`src/design/tsai_pkg.sv`:
```
// ---------------------------------------------------------------------------
// tsai_pkg: shared types and constants
// Sample and point payloads, controller/datapath command and status groups.
// ---------------------------------------------------------------------------
package tsai_pkg;

    localparam int TIME_W      = 63;
    localparam int VAL_W       = 32;
    localparam int PROD_W      = TIME_W + VAL_W;
    localparam int MAX_RESULTS = 32;
    localparam int NCNT_W      = $clog2(MAX_RESULTS + 1);

    typedef struct packed {
        logic                    channel;
        logic [TIME_W-1:0]       sample_time;
        logic signed [VAL_W-1:0] sample_value;
    } sample_t;

    typedef struct packed {
        logic signed [VAL_W-1:0] x_value;
        logic signed [VAL_W-1:0] y_value;
        logic                    last_point;
    } point_t;

    // controller to datapath
    typedef struct packed {
        logic accept;   // store the incoming request
        logic rd_en;    // read one queue entry
        logic rd_ch;    // 0 x queue, 1 y queue
        logic rd_nxt;   // 0 head entry, 1 entry after head
        logic pop_x;
        logic pop_y;
        logic start;    // launch interpolation
        logic side;     // 0 pair x head, 1 pair y head
        logic take;     // capture interpolated point
        logic flush;    // send pending point as last
    } cmd_t;

    // datapath to controller
    typedef struct packed {
        logic x_gt1;
        logic y_gt1;
        logic x1_lt_y0;
        logic y1_lt_x0;
        logic x0_ge_y0;
        logic y0_ge_x0;
        logic done;
        logic out_free;
        logic pend_valid;
    } stat_t;

endpackage

```
`src/design/tsai_ctrl.sv`:
```
// ---------------------------------------------------------------------------
// tsai_ctrl: sequencing state machine
// Accepts one request, then loads queue heads, drops stale heads, pairs
// and interpolates until no pair remains or MAX_RESULTS is reached, then flushes the last point.
// ---------------------------------------------------------------------------
module tsai_ctrl (
    input  logic              clk,
    input  logic              rst_n,
    input  logic              sample_valid,
    output logic              sample_stall,
    input  tsai_pkg::stat_t   stat,
    output tsai_pkg::cmd_t    cmd
);

    localparam int NW = tsai_pkg::NCNT_W;

    localparam logic [2:0] ST_IDLE   = 3'd0;
    localparam logic [2:0] ST_CHECK  = 3'd1;
    localparam logic [2:0] ST_LOAD   = 3'd2;
    localparam logic [2:0] ST_DROPX  = 3'd3;
    localparam logic [2:0] ST_DROPY  = 3'd4;
    localparam logic [2:0] ST_DECIDE = 3'd5;
    localparam logic [2:0] ST_WAIT   = 3'd6;
    localparam logic [2:0] ST_FLUSH  = 3'd7;

    logic [2:0]    st_reg, st_next;
    logic [2:0]    ret_reg, ret_next;
    logic [2:0]    step_reg, step_next;
    logic [NW-1:0] n_reg, n_next;
    logic          side_reg, side_next;

    assign sample_stall = (st_reg != ST_IDLE);

    always_comb
    begin
        st_next   = st_reg;
        ret_next  = ret_reg;
        step_next = step_reg;
        n_next    = n_reg;
        side_next = side_reg;
        cmd       = '0;
        cmd.side  = side_reg;
        case (st_reg)
            ST_IDLE:
            begin
                if (sample_valid)
                begin
                    cmd.accept = 1'b1;
                    n_next     = '0;
                    st_next    = ST_CHECK;
                end
            end
            ST_CHECK:
            begin
                if ((n_reg < NW'(tsai_pkg::MAX_RESULTS)) && stat.x_gt1 && stat.y_gt1)
                begin
                    step_next = '0;
                    ret_next  = ST_DROPX;
                    st_next   = ST_LOAD;
                end
                else
                    st_next = ST_FLUSH;
            end
            ST_LOAD:
            begin
                // read x head, x next, y head, y next; last step drains
                if (step_reg != 3'd4)
                begin
                    cmd.rd_en  = 1'b1;
                    cmd.rd_ch  = step_reg[1];
                    cmd.rd_nxt = step_reg[0];
                    step_next  = step_reg + 1'b1;
                end
                else
                    st_next = ret_reg;
            end
            ST_DROPX:
            begin
                if (stat.x_gt1 && stat.x1_lt_y0)
                begin
                    cmd.pop_x = 1'b1;
                    step_next = '0;
                    ret_next  = ST_DROPX;
                    st_next   = ST_LOAD;
                end
                else
                    st_next = ST_DROPY;
            end
            ST_DROPY:
            begin
                if (stat.y_gt1 && stat.y1_lt_x0)
                begin
                    cmd.pop_y = 1'b1;
                    step_next = '0;
                    ret_next  = ST_DROPY;
                    st_next   = ST_LOAD;
                end
                else
                    st_next = ST_DECIDE;
            end
            ST_DECIDE:
            begin
                if (stat.x0_ge_y0 && stat.y_gt1)
                begin
                    cmd.start = 1'b1;
                    cmd.side  = 1'b0;
                    side_next = 1'b0;
                    st_next   = ST_WAIT;
                end
                else if (stat.y0_ge_x0 && stat.x_gt1)
                begin
                    cmd.start = 1'b1;
                    cmd.side  = 1'b1;
                    side_next = 1'b1;
                    st_next   = ST_WAIT;
                end
                else
                    st_next = ST_FLUSH;
            end
            ST_WAIT:
            begin
                // hold until the point and a free output slot are ready
                if (stat.done && (!stat.pend_valid || stat.out_free))
                begin
                    cmd.take  = 1'b1;
                    cmd.pop_x = !side_reg;
                    cmd.pop_y = side_reg;
                    n_next    = n_reg + 1'b1;
                    st_next   = ST_CHECK;
                end
            end
            ST_FLUSH:
            begin
                if (!stat.pend_valid)
                    st_next = ST_IDLE;
                else if (stat.out_free)
                begin
                    cmd.flush = 1'b1;
                    st_next   = ST_IDLE;
                end
            end
            default:
            begin
                st_next = ST_IDLE;
            end
        endcase
    end

    always_ff @(posedge clk or negedge rst_n)
    begin
        if (!rst_n)
        begin
            st_reg   <= ST_IDLE;
            ret_reg  <= ST_DROPX;
            step_reg <= '0;
            n_reg    <= '0;
            side_reg <= 1'b0;
        end
        else
        begin
            st_reg   <= st_next;
            ret_reg  <= ret_next;
            step_reg <= step_next;
            n_reg    <= n_next;
            side_reg <= side_next;
        end
    end

endmodule

```
`config.mk`:
```
export PLATFORM = sky130hd
export DESIGN_NAME = tsai_ctrl
export DESIGN_NICKNAME = d
export VERILOG_FILES = /design/src/design/tsai_pkg.sv /design/src/design/tsai_ctrl.sv
export SDC_FILE = /design/constraint.sdc
export NUM_CORES = 1
export LEC_CHECK = 0
export BUFFER_PORTS_ARGS = -buffer_cell sky130_fd_sc_hd__buf_2
export CELL_PAD_IN_SITES_DETAIL_PLACEMENT = 0
export CELL_PAD_IN_SITES_GLOBAL_PLACEMENT = 2
export CORE_MARGIN = 1
export CORE_UTILIZATION = 31
export DETAILED_ROUTE_END_ITERATION = 16
export PLACE_DENSITY = 0.87
export REMOVE_ABC_BUFFERS = 1
export SYNTH_ARGS = -nofsm -noshare
export SYNTH_HDL_FRONTEND = slang
export SYNTH_SLANG_ARGS = --single-unit
```
`constraint.sdc`:
```
create_clock -name clk -period 2.1 [get_ports clk]
set_clock_uncertainty 0.2 [all_clocks]
set_input_delay 0.42 -clock clk [delete_from_list [all_inputs] [get_ports clk]]
set_output_delay 0.42 -clock clk [all_outputs]
set_load 0.05 [all_outputs]
```
; Word level (Yosys, flattened, before mapping)
; Index checks and enable logic that the tools add are counted.
[totals]
regBits = 16
latchBits = 0
ram_bits = 0
rom_bits = 0
output_inout_bits = 11
wordCells = 87
memories = 0
[classes]
add_sub_neg = 2
multipliers = 0
n_div = 0
n_lt_le_gt_ge = 1
n_eq_ne = 16
shift = 0
n_mux = 42
n_bitwise = 0
n_reduce_logical = 21
[ops]
columns = cell, n
row1 = $mux 3, 18
row2 = $pmux 3 s8, 1
row3 = $ne 2x2->1 const B, 7
row4 = $eq 3x3->1 const B, 4
row5 = $mux 1, 12
row6 = $mux 6, 2
row7 = $pmux 3 s4, 1
row8 = $pmux 6 s2, 1
row9 = $pmux 3 s3, 1
row10 = $mux 2, 4
row11 = $reduce_and 4->1, 2
row12 = $logic_and 1x1->1, 7
row13 = $add 6x1->6 const B, 1
row14 = $eq 3x2->1 const B, 2
row15 = $lt 6x6->1 const B, 1
row16 = $ne 3x3->1 const B, 2
row17 = $reduce_bool 3->1, 2
row18 = $reduce_and 5->1, 1
row19 = $pmux 1 s2, 2
row20 = $reduce_bool 2->1, 2
row21 = $reduce_bool 4->1, 1
row22 = $add 3x1->3 const B, 1
row23 = $eq 3x1->1 const B, 1
row24 = $logic_not 3->1, 1
row25 = other kinds (4), 5

; Longest topological paths before layout
[depth]
word_depth = 5
depth_mapped = 6
ltp_nobuf = 6

; Worst setup path after synthesis
; Ideal clock, no wire load.
[synth_timing]
path_kind = input to output
from = input stat[1] (netlist name)
to = output cmd[5] (netlist name)
arrival_ns = 2.340
path_slack_ns = -0.860
path_stages = 4
n_path_buf = 0
cell_sequence = and2b_1 > nor2_1 > inv_1 > o21ai_1
[synth_lines]
columns = element, line
row1 = start: declaration, tsai_ctrl.sv:11  ; input tsai_pkg::stat_t stat,
row2 = end: declaration, tsai_ctrl.sv:12  ; output tsai_pkg::cmd_t cmd

==> results.py <==
metrics = {
    "power": {
        "p_clk_frac": 0.079,
        "power.leakage_uw": 0.0007272,
        "swShare": 0.4594,
        "p_comb_frac": 0.694,
        "ir_worst_vdd_mv": 0.7560,
        "p_switching_uw": 982.6,
        "p_int_uw": 1156,
        "cellPowerDensity_mw_per_mm2": 1358,
        "p_seq_frac": 0.228,
    },
    "grt": {
        "globalRouteOverflowTotal": 0,
        "grtUsageMet3": 0.03930,
        "antenna_found_initial": 0,
        "grt_busiest_layer": "met2",
        "grt_pass1_vias": 977,
        "grt_usage": 0.1674,
        "grt_max_degree": 16,
        "grt.met1_usage": 0.2159,
        "use_met2": 0.2873,
        "grt_pass1_wl_mm": 4.395,
    },
    "worst_setup_path": {
        "critPathMaxStageDelay_ns": 0.42,
        "ff2ff_setup_slack_ns": 0.27,
        "critPathCaptureType": "output port",
        "cp.arrival_ns": 1.54,
        "worstRegToRegCells": 6,
        "rr_endpoint": "step_reg[2]$_DFFE_PN0P_",
        "path_max_fanout": 8,
        "critPathLaunch": "st_reg[0]$_DFFE_PN0P_",
        "startpoint_type": "flip-flop",
        "crit_type": "flip-flop to output port",
        "r2r-start": "st_reg[0]$_DFFE_PN0P_",
        "worstPathRequired_ns": 1.48,
        "crit_chain": "buf_12, and3b_2, a31oi_2, a31oi_1, buf_4",
        "crit_slowest_cell": "dfrtp_1",
    },
    "floorplanning": {
        "rows": 20,
        "die_area_mm2": 0.003544,
        "chipWidth_um": 59.53,
        "start_util": 0.3306,
        "die_height_um": 59.53,
        "core_area_mm2": 0.003103,
        "io_pins": 23,
    },
    "placed_design": {
        "dp_cells": 189,
        "gp_congestion": 0.7765,
        "portBuffers": 22,
        "dp_hpwl_mm": 1.915,
    },
    "cts": {
        "root_buffer": "clkbuf_4",
        "cts_tree": "done",
        "clk_pin_slew_ns": 0.09,
        "cts_num_sinks": 15,
        "numCtsBuffers": 3,
        "h-tree-depth": 1,
        "clockBufferDepth": 2,
        "clk_latency_ns": 0.28,
    },
    "timing": {
        "relSlewSlack": 0.7435,
        "setup_ws_ns": -0.06368,
        "finalCritPeriodShare": 1.030,
        "rsz0062_at_grt": "yes",
        "slew_viol_final": 0,
        "fmax_mhz": 462.2,
        "post-route-min-period_ns": 2.164,
        "whs_ns": 0.1438,
        "hold_viol_final": 0,
        "setup_viol": 3,
        "tightest_slew_ns": 0.3847,
    },
    "synthesis": {
        "ys_ff_latch": 15,
        "syn_avg_cell_area_um2": 8.845,
        "synth_cell_types": 43,
        "synth_warnings": 0,
        "synth_area_mm2": 0.001026,
        "synth_top_area_frac": 0.3415,
        "synth_most_common_cell": "nand2_1",
        "syn_inst": 116,
        "synthTopCellsByCount": "nand2_1, dfrtp_1, nor2_1",
        "synth_enable_flop_cells": 0,
        "ys_seq_area_frac": 0.3671,
        "synth_ff_type": "dfrtp_1",
        "synth-async-reset-ratio": 1.000,
        "synth_area_leaders": "dfrtp_1, nand2_1, nor2_1, ha_1, a31oi_1",
        "yosysTopAreaCell": "dfrtp_1",
    },
    "finish": {
        "layout.cells.non_filler": 210,
        "syn_to_final_growth_pct": 53.54,
        "diodes": 0,
        "nets": 182,
        "largest_reg_flops": 6,
        "fillers": 309,
        "drive_above_1_share": 0.4819,
    },
    "detailed_routing": {
        "drt-vias-per-instance": 5.005,
        "drc": 0,
        "drtIter0Drc": 46,
        "wl_per_cell_um": 12.78,
        "totalWireLength_mm": 2.683,
        "drtPass1Iterations": 4,
        "ant_nets": 0,
        "vias": 1051,
    },
    "status": {
        "status": "finished, violations left",
        "violations": "negative setup slack",
    },
    "min_path": {
        "hp-start": "stat[4]",
        "whs_endpoint": "side_reg$_DFFE_PN0P_",
        "hold_depth": 2,
        "hp-class": "input pin to flip-flop",
    },
    "flow_run": {
        "cap_violations": 0,
    },
}
[worst max path at each step]
| stage | cells after the start | end | slack [ns] |
|---|---|---|---|
| after floorplan | 4 | cmd[5] | -1.07 |
| after global placement | 6 | cmd[5] | 0.11 |
| after detailed placement | 6 | cmd[5] | 0.09 |
| after CTS | 4 | cmd[7] | -0.07 |
| after global routing | 5 | cmd[2] | -0.15 |
| final | 5 | cmd[2] | -0.06 |
[per-layer routing]
| metal | wire, um | vias up |
|---|---|---|
| met4 | 10 | 0 |
| met1 | 1211 | 509 |
| met3 | 106 | 2 |
| li1 | - | 517 |
| met2 | 1355 | 23 |
| met5 | 0 | - |
[per-stage QoR]
stage | util | setup TNS [ns] | area, um2 | total power (uW) | worst slack [ns]
6_report | 0.5077 | -0.09227 | 1575 | 2139 | -0.06368
5_1_grt | 0.5077 | -0.7125 | 1575 | 2297 | -0.1490
4_1_cts | 0.4871 | -0.2185 | 1511 | 2057 | -0.07208
3_5_place_dp | 0.4060 | 0 | 1260 | 1557 | 0.09147
3_3_place_gp | 0.4060 | 0 | 1260 | 1553 | 0.1053
2_1_floorplan | - | -4.278 | 992.2 | 1207 | -1.072
[power by group through the flow]
stage               Clock (uW)  Sequential, uW  Combinational, uW
floorplan                    0             525                682
global placement             0             491               1060
detailed placement           0             494               1060
CTS                        180             483               1390
global route               193             504               1600
finish                     168             487               1480
[kinds of logic (layout without fill, tap and decap cells)]
logic type,count (synthesis),after routing,synth area share
buffers and inverters,12,62,0.05854
adder cells (fa/ha/maj),3,3,0.03659
multiplexers,2,2,0.01951
XOR/XNOR,2,2,0.01708
AND/OR/NAND/NOR,53,53,0.3000
flip-flops,15,15,0.3671
AO/OA/AOI/OAI,29,29,0.2012
[cell type report]
cell class,count,area (um2),area share
inverters,7,26.28,0.01668
flip-flops and latches,15,379.1,0.2407
clock buffers,4,26.28,0.01668
repair buffers,51,397.9,0.2526
well taps,44,55.05,0.03495
multi-input cells,89,690.7,0.4384
[placed cells by master, fill, tap and decap left out, types with 5 or more instances in the layout]
cell	count
buf_2	12
buf_4	28
buf_6	8
dfrtp_1	12
nand2_1	15
nor2_1	9
o21ai_0	5
[worst max-delay path, delay by kind of cell (launching register included)]
family / cells / cell delay, ns
flops: 1 / 0.42
buf+inv: 2 / 0.37
compound gates: 2 / 0.25
simple gates: 1 / 0.22
[timing repair]
| action | CTS | global route |
|---|---|---|
| endpoints found under the setup margin | 10 | 10 |
| pin swaps | 3 | 5 |
| hold buffers | 1 | 0 |
| gates cloned | 0 | 0 |
| setup buffers | 14 | 2 |
| endpoints found under the hold margin | 14 | 0 |
| resized for setup | 29 | 12 |
Power figures use the tool's default switching activity.
